<file path="src/design/lge_row_stage.sv">
// ----------------------------------------------------------------------------
// lge_row_stage: one row of the grid ring
// holds a full row and takes its neighbor's row on every shift
// ----------------------------------------------------------------------------
module lge_row_stage #(
  parameter int W = 64
) (
  input  logic         clk,
  input  logic         rst,
  input  logic         shift,
  input  logic [W-1:0] d,
  output logic [W-1:0] q
);

  logic [W-1:0] row;

  // reset leaves every cell dead
  always_ff @(posedge clk) begin
    if (rst) begin
      row <= '0;
    end else if (shift) begin
      row <= d;
    end
  end

  assign q = row;

endmodule

</file>
<file path="config.mk">
export PLATFORM = sky130hd
export DESIGN_NAME = lge_row_stage
export DESIGN_NICKNAME = d
export VERILOG_FILES = /design/src/design/lge_row_stage.sv
export SDC_FILE = /design/constraint.sdc
export NUM_CORES = 1
export LEC_CHECK = 0
export ABC_CLOCK_PERIOD_IN_PS = 800
export BUFFER_PORTS_ARGS = -buffer_cell sky130_fd_sc_hd__buf_4
export CAP_MARGIN = 10
export CELL_PAD_IN_SITES_DETAIL_PLACEMENT = 0
export CELL_PAD_IN_SITES_GLOBAL_PLACEMENT = 1
export CORE_MARGIN = 2
export CORE_UTILIZATION = 30
export CTS_BUF_LIST = sky130_fd_sc_hd__clkbuf_4
export DETAILED_ROUTE_END_ITERATION = 8
export GPL_TIMING_DRIVEN = 0
export HOLD_SLACK_MARGIN = 0.08
export PLACE_DENSITY = 0.88
export SYNTH_ARGS = -nofsm -noshare
export SYNTH_HDL_FRONTEND = slang
export SYNTH_SLANG_ARGS = --single-unit
</file>
<file path="constraint.sdc">
create_clock -name clk -period 0.8 [get_ports clk]
set_clock_uncertainty 0.15 [all_clocks]
set_input_delay 0.04 -clock clk [delete_from_list [all_inputs] [get_ports clk]]
set_output_delay 0.04 -clock clk [all_outputs]
set_load 0.02 [all_outputs]
</file>
; After elaboration in Yosys (flattened, before gate mapping)
; Cells that the tools add are included.
[totals]
wordCells = 1
out_inout_bits = 64
reg_bits = 64

; Longest topological paths before layout
[logic_depth]
word_depth = 0
mapped_depth = 4
depth_no_buf = 2

; Worst setup path after synthesis
; OpenSTA, ideal clock, no wires.
[synth_path]
path_type = input -> register
startpoint = input shift
endpoint = register row[10], in the netlist q[10]
arrival_time_ps = 566
cell_stages = 4
path_buffers = 2
setup_ps = 128
slack_ps = -44
path_cell_list = buf_6 > buf_8 > mux2i_1 > nor2_1
[synth_rtl]
columns = item, line
row1 = "start, declared", 10  ; input logic shift,
row2 = "end signal, assigned", 20  ; row <= '0;
row3 = "end signal, assigned", 22  ; row <= d;
row4 = "end, declared", 15  ; logic [W-1:0] row;

; Worst setup path in the final report
[layout_path]
startpoint = register row[47], in the netlist q[47]
endpoint = output q[47]
[layout_rtl]
columns = item, line
row1 = "end, declared", 12  ; output logic [W-1:0] q
; No word-level cell between the ends.

==> impl_metrics.ini <==
[detailed_routing]
totalWireLength_um = 6760
drt-initial-drc-count = 26
viasPerCell = 4.25
vias = 2179
wl_per_cell_um = 13.2
antenna_left = 0
drtPass1Iterations = 2
drc_errors = 0

[layout]
num-nets-final = 477
largest_reg_flops = 64
layout-drive-gt1-share_pct = 53.9
finalInstanceArea_um2 = 4520
post_layout_nonfiller_instances = 513
syn_to_final_growth_pct = 97.4
antenna_cells = 0

[clock_tree]
cts-root-buf = clkbuf_4
numCtsBuffers = 9
cts_sinks = 64
h-tree-depth = 3
clk_path_buf_depth = 2
tritoncts = done
path_clk_slew_ps = 120
clock_latency_ps = 370
postCtsHoldBufs = 64

[placed_design]
post_dp_cell_area_um2 = 3390
dp.cells = 433
dp_hpwl_um = 4140
place.gp.congestion = 0.678
portBuffers = 128
pre_cts_ws_ps = -107

[global_route]
grt_pass1_vias = 2275
grt_antenna_before_repair = 0
grtUsageTotal_pct = 16.7
grt_max_degree = 12
grt_remaining_overflow = 0
grt_pass1_wl_um = 11000

[timing]
finalHoldViolCount = 25
setup_slack_ps = -263
rsz0062_at_grt = true
worst_pin_slew_ps = 225
slew_viol_final = 0
holdWs_ps = -175
max_slew_margin_pct = 85.0
period_share_pct = 133
fin_crit_ps = 1060
timing.fmax_mhz = 941
setup_viol = 68

[worst_setup_path]
cp_slowest_cell = dfxtp_2
critPathLaunchType = flop
crit-reg2reg-launch = q[47]
endpoint_kind = output port
path_delay_family = flip-flops
path_cells = buf_6
cp_max_fo = 2
worstPathRequired_ps = 610
worstRegToRegCells = 3
critPathBufInv = 1
reg2reg_to = q[47]
crit_path_max_incr_delay_ps = 370
critPathArrivalTime_ps = 870
r2r_slack_ps = -90
path_class = flop to output port

[job]
drv_cap = 0

[die]
num_rows = 31
initial_core_util_pct = 31.3
die_y_um = 91.4
core_um2 = 7330
dieArea_um2 = 8350
fp.dieW_um = 91.4
pin_count = 131

[synth]
yosysSeqAreaShare_pct = 55.9
yosys_warnings = 0
netlist_area_um2 = 2290
ys_types = 7
synth_area_per_cell_um2 = 11.1
synth_seq_cells = 64
syn_nets = 273
netlist_instances = 206

[hold_path]
hp-start = rst
hold_end = q[61]
whs_path_depth = 2
hp-class = primary input to flop

[power_and_ir_drop]
finalPower_mw = 7.61
ir_worst_vdd_uv = 899
p_per_area_nw_per_um2 = 1680
p_leak_nw = 2.18

[run_status]
violations = hold timing, setup timing
status = complete, but fails checks
==> cells by family (layout without fill, tap and decap cells) <==
group	Yosys count	after routing	synth area share, %
and+or+nand+nor	64	64	10.5
buffers and inverters	14	222	5.63
muxes	64	64	28.0
DFF	64	64	55.9
==> what timing repair did <==
item,in CTS,in global routing
buffers inserted,0,1
pin swaps,0,11
endpoints found under the hold margin,64,64
setup endpoints to repair,64,100
resized for setup,128,3
==> synthesized netlist by cell type <==
library cell  number  area share [%]
buf_1              6            0.98
buf_6              1            0.49
buf_8              6             3.9
clkbuf_2           1            0.22
dfxtp_1           64              56
mux2i_1           64              28
nor2_1            64              10
==> power breakdown <==
part	switching (mW)	leakage, nW	internal [mW]	total, mW
Sequential	0.137	0.551	3.41	3.55
Combinational	0.671	1.55	0.996	1.67
Clock	1.15	0.0778	1.24	2.39
Total	1.96	2.18	5.65	7.61
==> cells in the final DEF (no fill, tap or decap), drive strengths merged <==
cell / instances
dlygate4sd3: 63
clkinv: 2
mux2i: 64
dfxtp: 64
buf: 142
bufinv: 2
nor2: 64
dlymetal6s4s: 1
clkbuf: 10
clkinvlp: 2
==> how the worst max path moves through the flow <==
stage,from,end,slack [ps],cells past startpoint
2_1_floorplan,q[0],q[0],5,2
3_3_place_gp,rst,q[57],-90,3
3_5_place_dp,rst,q[48],-110,3
4_1_cts,q[47],q[47],-300,1
5_1_grt,q[47],q[47],-320,1
6_report,q[47],q[47],-260,1
==> cell type report <==
cell class	instances	area, µm²
Buffer	14	145
Sequential cell	64	1360
Timing Repair Buffer	193	1860
Tap cell	99	124
Clock buffer	9	67.6
Clock inverter	6	85.1
Multi-Input combinational cell	128	885
Fill cell	588	2810
==> metal layers <==
metal	up-vias	GRT usage, %	share of wire (%)
met2	71	30.6	55
li1	1088	-	-
met4	0	6.44	0.92
met5	-	0	0
met1	1013	18.4	39
met3	7	4.15	5.0
==> through the flow <==
stage,TNS (ps),util (%)
floorplan,0,-
global placement,-5030,46.3
detailed placement,-5430,46.3
CTS,-17740,61.5
global route,-19790,61.7
finish,-15310,61.7
Power figures use the tool's default switching activity.
