### src/design/lge_pkg.sv
// ----------------------------------------------------------------------------
// lge_pkg: shared types and constants of the life grid engine
// command codes, field widths, B3/S23 rule counts and the 3x3 window type
// ----------------------------------------------------------------------------
package lge_pkg;

  localparam int CMD_W = 2;
  localparam int IDX_W = 12;
  localparam int GEN_W = 10;
  localparam int DIM_W = 7;

  // grid side after reset
  localparam logic [DIM_W-1:0] DIM_RESET = 7'd64;

  typedef enum logic [CMD_W-1:0] {
    CMD_WRITE   = 2'd0,
    CMD_ADVANCE = 2'd1,
    CMD_READ    = 2'd2,
    CMD_NONE    = 2'd3
  } cmd_t;

  // live neighbor counts of the rule
  localparam logic [3:0] BIRTH_COUNT = 4'd3;
  localparam logic [3:0] STAY_COUNT  = 4'd2;

  // 3x3 neighborhood, bit 2 left, bit 1 center, bit 0 right
  typedef struct packed {
    logic [2:0] above;
    logic [2:0] level;
    logic [2:0] below;
  } window_t;

endpackage

### src/design/lge_cell.sv
// ----------------------------------------------------------------------------
// lge_cell: next state of one grid column
// counts the eight neighbors of the window and applies the B3/S23 rule
// ----------------------------------------------------------------------------
module lge_cell (
  input  lge_pkg::window_t win,
  output logic             alive
);

  logic [3:0] count;

  always_comb begin
    count = 4'({3'd0, win.above[2]}) + 4'({3'd0, win.above[1]})
          + 4'({3'd0, win.above[0]}) + 4'({3'd0, win.level[2]})
          + 4'({3'd0, win.level[0]}) + 4'({3'd0, win.below[2]})
          + 4'({3'd0, win.below[1]}) + 4'({3'd0, win.below[0]});
    // self sits in the center of the middle row
    alive = (count == lge_pkg::BIRTH_COUNT)
         || (win.level[1] && (count == lge_pkg::STAY_COUNT));
  end

endmodule

### config.mk
export PLATFORM = sky130hd
export DESIGN_NAME = lge_cell
export DESIGN_NICKNAME = d
export VERILOG_FILES = /design/src/design/lge_pkg.sv /design/src/design/lge_cell.sv
export SDC_FILE = /design/constraint.sdc
export NUM_CORES = 1
export LEC_CHECK = 0
export BUFFER_PORTS_ARGS = -buffer_cell sky130_fd_sc_hd__buf_2
export CORE_AREA = 2 2 39 41
export DETAILED_ROUTE_END_ITERATION = 6
export DIE_AREA = 0 0 41 43
export PLACE_DENSITY = 0.38
export SYNTH_ARGS = -nofsm -noshare
export SYNTH_HDL_FRONTEND = slang
export SYNTH_SLANG_ARGS = --single-unit
export TNS_END_PERCENT = 1
### constraint.sdc
create_clock -name vclk -period 4.8
set_input_delay 0.96 -clock vclk [all_inputs]
set_output_delay 0.96 -clock vclk [all_outputs]
set_load 0.005 [all_outputs]
**Word-level counts from Yosys, hierarchy flattened**

Index checks and enable logic that the tools add are counted.

- Register bits: 0
- Bits of input ports: 9
- Output and inout bits: 1

- Add/subtract/negate cells: 7
- Equal/unequal tests: 2
- Reductions and logical operators: 2

Operators by type and width:

| cell | count |
|---|---|
| $add A4 B1 Y4 | 4 |
| $eq A4 B2 Y1 const B | 2 |
| $add A3 B1 Y4 | 1 |
| $add A2 B1 Y3 | 1 |
| $add A1 B1 Y2 | 1 |
| $logic_and A1 B1 Y1 | 1 |
| $logic_or A1 B1 Y1 | 1 |

**Longest topological paths before layout**

Gate-level depths: netlist of the first run.

- Depth after elaboration: 10
- Depth in mapped cells: 9
- Mapped depth without buffers: 9

**Least setup slack after synthesis of the first run**

Ideal clock, no wire load.

- Path kind: input-to-output
- Start: input port win[0] in the netlist's numbering
- End: output port alive
- Arrival time: 3.425 ns
- Setup slack: 0.415 ns
- Cell stages on the path: 9
- Buffers on the path: 0
- Cell sequence: inv_1 fa_1 fa_1 fa_1 inv_1 ha_1 fa_1 or2_0 a21oi_1

- Cells in the longest elaborated chain, start to end: 4

Ends and longest elaborated chain:

| element | RTL line | text |
|---|---|---|
| start: declaration | lge_cell.sv:6 | `input lge_pkg::window_t win,` |
| $add A4 B1 Y4 (*) | lge_cell.sv:16 | `+ 4'({3'd0, win.below[1]}) + 4'({3'd0, win.below[0]});` |
| $eq A4 B2 Y1 | lge_cell.sv:19 | `\|\| (win.level[1] && (count == lge_pkg::STAY_COUNT));` |
| $logic_and A1 B1 Y1 | lge_cell.sv:19 |  |
| $logic_or A1 B1 Y1 (*) | lge_cell.sv:19 |  |
| end: declaration | lge_cell.sv:7 | `output logic alive` |

Mark *: on every way between the ends. The rest lies on a longest branch, timed or not.

**Worst setup path after layout of the first run**

Ends and elaborated chain as after synthesis.

==> results.md, run 1 <==
- Pin count of the biggest net entering global routing: 3
- Num sequential: 0
- DR pass1 iterations: 2
- Place WS: 0.156 ns
- Core area: 1380 µm²
- Hold Violations, Final: 0
- Post-synthesis cell count: 23
- Setup violations, final: 0
- Tcrit/Tclk final: 0.961
- Final-layout clock buffer total: 0
- Port bufs: 10
- RSZ-0062 raised after global routing: no
- Reg area: 0 µm²
- Met1 Wirelength: 136 µm
- CP Data Arrival Time: 3.65 ns
- Post-CTS sizing: 0
- Sequential fraction of the synthesis area: 0
- Initial antenna violation count: 0
- First-pass GRT wire length: 496 µm
- Starting Density: 0.134
- Top sig layer: met3
- DP HPWL: 263 µm
- Synth-to-layout area growth: 37.8%
- Final core occ: 0.184
- Leakage: 0.158 nW
- Hold_buf cts: 0
- Die area: 1760 µm²
- Yosys Warn Count: 0
- Total number of vias: 152
- Routed len/inst: 5.47 µm
- Endpoint of the worst setup timing path: alive
- Worst hold margin: 2.29 ns
- Slew @ Worst Pin: 0.161 ns
- Setup TNS: 0 ns
- Kind of critical path: in -> out
- Final Cell Area: 255 µm²
- Pwr dens: 155 nW/µm²
- DIE HEIGHT: 43 µm
- Final layout net count: 51
- Startpoint types: input port
- DRC Markers: 0
- Antenna viol nets, final: 0
- Status: finished, final reports clean
- Syn_nets: 39
- Worst rel slew slack: 0.892
- Die W: 41 µm
- Layout cells sized above 1: 0.303
- Grt ovf: 0
- Total track usage: 0.0361
- Syn_area_per_cell: 8.05 µm²
- WL final: 268 µm
- Top cell type's share of synthesized area: 0.432
- Mapped Area: 185 µm²
- Unique cell type count in the Yosys netlist: 7
- Vias per inst: 3.10
- Final Power: 0.0394 mW
- Max-cap check violation count: 0
- Crit path from: win[0]
- # IOs: 10
- Hold_sp: win[4]
- Max-slew violation count: 0
- Crit path max fanout: 2
- Met2 wire length: 100 µm
- Vias in the first global route: 141
- Leading cell type in the layout, fill and taps excluded: inv_1
- Most frequent cells in the layout: inv_1, buf_2, fa_1
- Final instance count without filler cells: 49
- GP Congestion: 0.563
- Core Rows: 14
- Setup slack after layout: 0.186 ns
- Hold crit path type: in -> out
- Crit path capture type: output port
- Antenna cells: 0
- Met3 wire length: 31 µm
- DRT iter0 DRCs: 1
- Minimum clock period: 4.61 ns
- Dpl cell area: 255 µm²
- Peak VDD IR: 0.0324 mV
- Post-CTS setup buffer count: 0
- Cells after DPL: 49
- Top post-synthesis cells by area: fa_1, inv_1, ha_1
- Req. time, crit path: 3.84 ns
- Max Clk Rate: 217 MHz
- Synth area leader: fa_1
## worst min-delay path by stage
stage               endpoint  slack (ns)  depth (start not counted)
finish                 alive        2.29                          4
global route           alive        2.35                          4
CTS                    alive        2.31                          4
detailed placement     alive        2.30                          4
global placement       alive        2.31                          4
floorplan              alive        2.09                          2
## cell usage after synthesis, drive strengths merged
cell type	instances
inv	11
fa	4
ha	3
a21oi	2
nand3	1
o21ai	1
or2	1
## worst max-delay path, stage by stage
cell	delay (ns)
buf_2	0.07
inv_1	0.04
fa_1	0.55
fa_1	0.43
fa_1	0.49
inv_1	0.04
ha_1	0.20
fa_1	0.41
or2_0	0.20
a21oi_1	0.13
buf_2	0.12
## layer usage
metal,global-route usage,vias up
li1,-,86
met1,0.0611,59
met2,0.0531,7
met3,0,0
met4,0,0
met5,0,-
## cell families after synthesis
kind of cell	share of synthesized area
buffers and inverters	0.223
and+or+nand+nor	0.0608
AOI/OAI and AO/OA	0.0811
adders and majority gates	0.635
## power breakdown
part           total [mW]  internal [mW]  switching (mW)
sequential              0              0               0
combinational      0.0394         0.0196          0.0199
clock                   0              0               0
total              0.0394         0.0196          0.0199
## cell type report
type / instances / area [µm²]
Timing Repair Buffer: 10 / 50.0
Inverter: 11 / 41.3
Tap cell: 16 / 20.0
Multi-Input combinational cell: 12 / 144
Fill cell: 152 / 1130
No activity file was read; power rests on OpenSTA's default activity.
==> run 2: changes to the inputs <==
Settings changed: ABC_AREA from default to 1, GPL_TIMING_DRIVEN from default to 0, PLACE_DENSITY 0.38 to 0.39.
==> results.md, run 2 <==
- Status: finished, final reports clean (unchanged)
- GP Congestion: 0.605 (was 0.563)
- Slew @ Worst Pin: 0.113 ns (was 0.161 ns)
- Minimum clock period: 4.56 ns (was 4.61 ns)
- DRC Markers: 0 (unchanged)
- Req. time, crit path: 3.84 ns (about the same)
- Worst Hold Path Cells: 6 (was 4)
- Post-synthesis cell count: 28 (was 23)
- Peak VDD IR: 0.0278 mV (was 0.0324 mV)
- # IOs: 10 (unchanged)
- Unique cell type count in the Yosys netlist: 6 (was 7)
- Total track usage: 0.0361 (about the same)
- Top cell type's share of synthesized area: 0.400 (was 0.432)
- Hold_buf cts: 0 (unchanged)
- Max incr delay on CP: 0.54 ns (was 0.55 ns)
- Syn_area_per_cell: 7.15 µm² (was 8.05 µm²)
- Vias per inst: 3.19 (was 3.10)
- Most numerous cell in the Yosys netlist: inv_1 (unchanged)
- DIE HEIGHT: 43 µm (unchanged)
- Setup slack after layout: 0.242 ns (was 0.186 ns)
- Most Frequent Cell on Critical Path: fa_1 (unchanged)
- Grt ovf: 0 (unchanged)
- Core Rows: 14 (unchanged)
- Layout cells sized above 1: 0.263 (was 0.303)
- Final layout net count: 56 (was 51)
- DRT iter0 DRCs: 0 (was 1)
- Leakage: 0.180 nW (was 0.158 nW)
- Most frequent cells in the layout: inv_1, buf_2, fa_1 (unchanged)
- Gate power share: 1.000 (about the same)
- Hold Violations, Final: 0 (unchanged)
- Crit path max fanout: 2 (unchanged)
- Num sequential: 0 (unchanged)
- Worst rel slew slack: 0.924 (was 0.892)
- First-pass GRT wire length: 489 µm (was 496 µm)
- Port bufs: 10 (unchanged)
- Synth area leader: fa_1 (unchanged)
- Crit path capture type: output port (unchanged)
- Filler cell count: 167 (was 152)
- Yosys Warn Count: 0 (unchanged)
- Setup TNS: 0 ns (unchanged)
- Slowest CP cell: fa_1 (unchanged)
- Crit-path cells: buf_2 > inv_1 > fa_1 > fa_1 > fa_1 > inv_1 > ha_1 > fa_1 > nand3_1 > a21oi_1 > buf_2 (was buf_2 > inv_1 > fa_1 > fa_1 > fa_1 > inv_1 > ha_1 > fa_1 > or2_0 > a21oi_1 > buf_2)
- Place WS: 0.211 ns (was 0.156 ns)
- WL final: 265 µm (was 268 µm)
- Max Clk Rate: 219 MHz (was 217 MHz)
- Startpoint types: input port (unchanged)
- Vias in the first global route: 132 (was 141)
- Cell-internal power: 0.0219 mW (was 0.0196 mW)
- Hold crit path type: in -> out (unchanged)
- Reg area: 0 µm² (unchanged)
- Pin count of the biggest net entering global routing: 3 (unchanged)
- Mapped Area: 200 µm² (was 185 µm²)
- Tcrit/Tclk final: 0.950 (was 0.961)
- Core area: 1380 µm² (unchanged)
- Area of the multi-input gates: 144 µm² (unchanged)
- Net Switching: 0.0224 mW (was 0.0199 mW)
- Post-CTS sizing: 0 (unchanged)
- Starting Density: 0.145 (was 0.134)
- Sw frac: 0.506 (was 0.503)
- Register share of total power: 0 (about the same)
- Hold_sp: win[4] (unchanged)
- Top post-synthesis cells by area: fa_1, inv_1, ha_1 (unchanged)
- Syn_nets: 44 (was 39)
- Antenna viol nets, final: 0 (unchanged)
- Initial antenna violation count: 0 (unchanged)
- Antenna cells: 0 (unchanged)
- Pwr dens: 164 nW/µm² (was 155 nW/µm²)
- Kind of critical path: in -> out (unchanged)
- Worst hold endpoint: alive (unchanged)
- RSZ-0062 raised after global routing: no (unchanged)
- Setup violations, final: 0 (unchanged)
- Sequential fraction of the synthesis area: 0 (unchanged)
- Final Power: 0.0443 mW (was 0.0394 mW)
- Max-cap check violation count: 0 (unchanged)
- Synth cell count leaders: inv_1, fa_1, ha_1, nand2_1, nand3_1 (was inv_1, fa_1, ha_1)
- CP Data Arrival Time: 3.60 ns (was 3.65 ns)
- Worst hold margin: 2.31 ns (was 2.29 ns)
- DP HPWL: 271 µm (was 263 µm)
- Synth-to-layout area growth: 35.0% (was 37.8%)
- Die area: 1760 µm² (unchanged)
- DR pass1 iterations: 1 (was 2)
- Max-slew violation count: 0 (unchanged)
- Leading cell type in the layout, fill and taps excluded: inv_1 (unchanged)
- Post-CTS setup buffer count: 0 (unchanged)
- Clock Power Share: 0 (about the same)
- Die W: 41 µm (unchanged)
- Final-layout clock buffer total: 0 (unchanged)
- Routed len/inst: 4.91 µm (was 5.47 µm)
- Total number of vias: 172 (was 152)
[run 2: worst max-delay path by stage]
stage,start,end,depth (start not counted)
floorplan,win[0],alive,9
global placement,win[0],alive,11
detailed placement,win[0],alive,11
CTS,win[0],alive,11
global route,win[0],alive,11
finish,win[0],alive,11
[run 2: area by class of cell]
cell class / count / area share
Inverter: 15 / 0.208
Multi-Input combinational cell: 13 / 0.532
Tap cell: 16 / 0.0741
Timing Repair Buffer: 10 / 0.185
[run 2: kinds of logic (layout without fill, tap and decap cells)]
group                    after synthesis  count (layout)  synth area share
adder cells (fa/ha/maj)                7               7             0.588
AND/OR/NAND/NOR                        5               5             0.106
AO/OA/AOI/OAI                          1               1            0.0250
buffers and inverters                 15              25             0.281
[run 2: metrics by stage]
stage / instances / util / area, µm²
2_1_floorplan: 28 / - / 200
3_3_place_gp: 54 / 0.195 / 270
3_5_place_dp: 54 / 0.195 / 270
4_1_cts: 54 / 0.195 / 270
5_1_grt: 54 / 0.195 / 270
6_report: 54 / 0.195 / 270
[run 2: power by group through the flow]
stage          registers (mW)  clock network (mW)  logic (mW)
6_report                    0                   0      0.0443
5_1_grt                     0                   0      0.0561
4_1_cts                     0                   0      0.0465
3_5_place_dp                0                   0      0.0458
3_3_place_gp                0                   0      0.0464
2_1_floorplan               0                   0      0.0325
[run 2: critical path, delay by kind of cell]
kind	cells	cell delay [ns]
adder cells (fa/ha/maj)	5	2.17
AND/OR/NAND/NOR	1	0.08
buffers and inverters	4	0.28
AO/OA/AOI/OAI	1	0.11
[run 2: layer usage]
layer | GRT usage | wire, µm | part of all wire
met5 | 0 | 0 | 0
met4 | 0 | 0 | 0
met3 | 0 | 12 | 0.045
met2 | 0.0563 | 138 | 0.52
met1 | 0.0577 | 113 | 0.43
==> run 3: changes to the inputs <==
--- a/config.mk
+++ b/config.mk
@@ -8,9 +8,10 @@
 export ABC_AREA = 1
 export BUFFER_PORTS_ARGS = -buffer_cell sky130_fd_sc_hd__buf_2
+export CELL_PAD_IN_SITES_DETAIL_PLACEMENT = 1
+export CELL_PAD_IN_SITES_GLOBAL_PLACEMENT = 1
 export CORE_AREA = 2 2 39 41
 export DETAILED_ROUTE_END_ITERATION = 6
 export DIE_AREA = 0 0 41 43
-export GPL_TIMING_DRIVEN = 0
-export PLACE_DENSITY = 0.39
+export PLACE_DENSITY = 0.5
 export SYNTH_ARGS = -nofsm -noshare
 export SYNTH_HDL_FRONTEND = slang
==> constraint.sdc (replaced) <==
create_clock -name vclk -period 4.8
set_input_delay 0.96 -clock vclk [all_inputs]
set_output_delay 0.96 -clock vclk [all_outputs]
set_load 0.05 [all_outputs]
==> results.md, run 3 (same netlist as run 2, synthesis figures left out) <==
- RSZ-0062 raised after global routing: no (unchanged)
- Peak VDD IR: 0.0541 mV (was 0.0278 mV)
- Pwr dens: 235 nW/µm² (was 164 nW/µm²)
- Sw frac: 0.585 (was 0.506)
- Kind of critical path: in -> out (unchanged)
- Dpl cell area: 274 µm² (was 270 µm²)
- Gate power share: 1.000 (about the same)
- Req. time, crit path: 3.84 ns (about the same)
- Core Rows: 14 (unchanged)
- Net Switching: 0.0384 mW (was 0.0224 mW)
- Crit path capture type: output port (unchanged)
- Die area: 1760 µm² (unchanged)
- Filler cell count: 182 (was 167)
- Starting Density: 0.145 (unchanged)
- Max-cap check violation count: 0 (unchanged)
- DRC Markers: 0 (unchanged)
- Clock Power Share: 0 (about the same)
- Vias in the first global route: 159 (was 132)
- Tcrit/Tclk final: 0.967 (was 0.950)
- Setup violations, final: 0 (unchanged)
- Max-slew violation count: 0 (unchanged)
- Initial antenna violation count: 0 (unchanged)
- Crit path max fanout: 2 (unchanged)
- Synth-to-layout area growth: 40.0% (was 35.0%)
- WL final: 318 µm (was 265 µm)
- DIE HEIGHT: 43 µm (unchanged)
- Cell-internal power: 0.0273 mW (was 0.0219 mW)
- DP HPWL: 325 µm (was 271 µm)
- Die W: 41 µm (unchanged)
- Reg area: 0 µm² (unchanged)
- DR pass1 iterations: 1 (unchanged)
- Total number of vias: 174 (was 172)
- Register share of total power: 0 (about the same)
- Most frequent cells in the layout: inv_1, buf_2, fa_1 (unchanged)
- Minimum clock period: 4.64 ns (was 4.56 ns)
- Startpoint types: input port (unchanged)
- Leading cell type in the layout, fill and taps excluded: inv_1 (unchanged)
- CP Data Arrival Time: 3.68 ns (was 3.60 ns)
- Vias per inst: 3.22 (was 3.19)
- Routed len/inst: 5.89 µm (was 4.91 µm)
- Final layout net count: 56 (unchanged)
- Hold Violations, Final: 0 (unchanged)
- Post-CTS setup buffer count: 0 (unchanged)
- Total track usage: 0.0423 (was 0.0361)
- Final-layout clock buffer total: 0 (unchanged)
- DRT iter0 DRCs: 0 (unchanged)
- Layout cells sized above 1: 0.289 (was 0.263)
- Port bufs: 10 (unchanged)
- Worst rel slew slack: 0.924 (about the same)
- GP Congestion: 0.544 (was 0.605)
- Status: finished, final reports clean (unchanged)
- Hold crit path type: in -> out (unchanged)
- Leakage: 0.181 nW (was 0.180 nW)
- Slew @ Worst Pin: 0.114 ns (was 0.113 ns)
- First-pass GRT wire length: 565 µm (was 489 µm)
- Num sequential: 0 (unchanged)
- Core area: 1380 µm² (unchanged)
- Antenna viol nets, final: 0 (unchanged)
- Final Cell Area: 280 µm² (was 270 µm²)
- Grt ovf: 0 (unchanged)
- Max Clk Rate: 216 MHz (was 219 MHz)
- # IOs: 10 (unchanged)
- Antenna cells: 0 (unchanged)
- Pin count of the biggest net entering global routing: 3 (unchanged)
- Setup TNS: 0 ns (unchanged)
[run 3: cell count changes in the layout (fill, tap and decap cells not counted)]
cell     delta
a21oi_1     -1
a21oi_2     +1
buf_2       -1
buf_6       +1
[run 3: timing repair]
action,CTS,global route
endpoints found under the setup margin,0,1
hold buffers,0,0
gates resized for setup,0,3
[run 3: power groups by stage]
stage	Clock, mW	Combinational (mW)	Sequential, mW
6_report	0	0.0657	0
5_1_grt	0	0.0767	0
4_1_cts	0	0.0630	0
3_5_place_dp	0	0.0626	0
3_3_place_gp	0	0.0624	0
2_1_floorplan	0	0.0480	0
[run 3: cell type report]
cell class | count | area [µm²] | share of cell area
inverter | 15 | 56.3 | 0.201
multi-input combinational | 13 | 148 | 0.527
tap | 16 | 20.0 | 0.0714
timing repair buffer | 10 | 56.3 | 0.201
[run 3: stage by stage]
stage / power [mW] / instances / worst slack [ns] / utilization / hold slack [ns]
5_1_grt: 0.0767 / 54 / 0.0150 / 0.203 / 2.40
6_report: 0.0657 / 54 / 0.161 / 0.203 / 2.36
3_5_place_dp: 0.0626 / 54 / 0.0492 / 0.198 / 2.42
3_3_place_gp: 0.0624 / 54 / 0.0621 / 0.198 / 2.41
4_1_cts: 0.0630 / 54 / 0.0454 / 0.198 / 2.42
2_1_floorplan: 0.0480 / 28 / 0.132 / - / 2.17
[run 3: critical path, stage by stage]
cell and delay, ns:
buf_2 0.07, inv_1 0.04, fa_1 0.54, fa_1 0.43, fa_1 0.49, inv_1 0.04
ha_1 0.20, fa_1 0.51, nand3_1 0.09, a21oi_2 0.13, buf_6 0.17
[run 3: path summary, 6_finish.rpt]
kind                  startpoint     to  slack, ns  cells after the start
worst max-delay path      win[0]  alive       0.16                     11
worst min-delay path      win[4]  alive       2.36                      6
[run 3: routing by layer]
metal / vias up / global-route usage / wire (µm)
met3: 0 / 0 / 10
met2: 2 / 0.0719 / 166
met5: - / 0 / 0
li1: 95 / - / -
met1: 77 / 0.0615 / 141
met4: 0 / 0 / 0
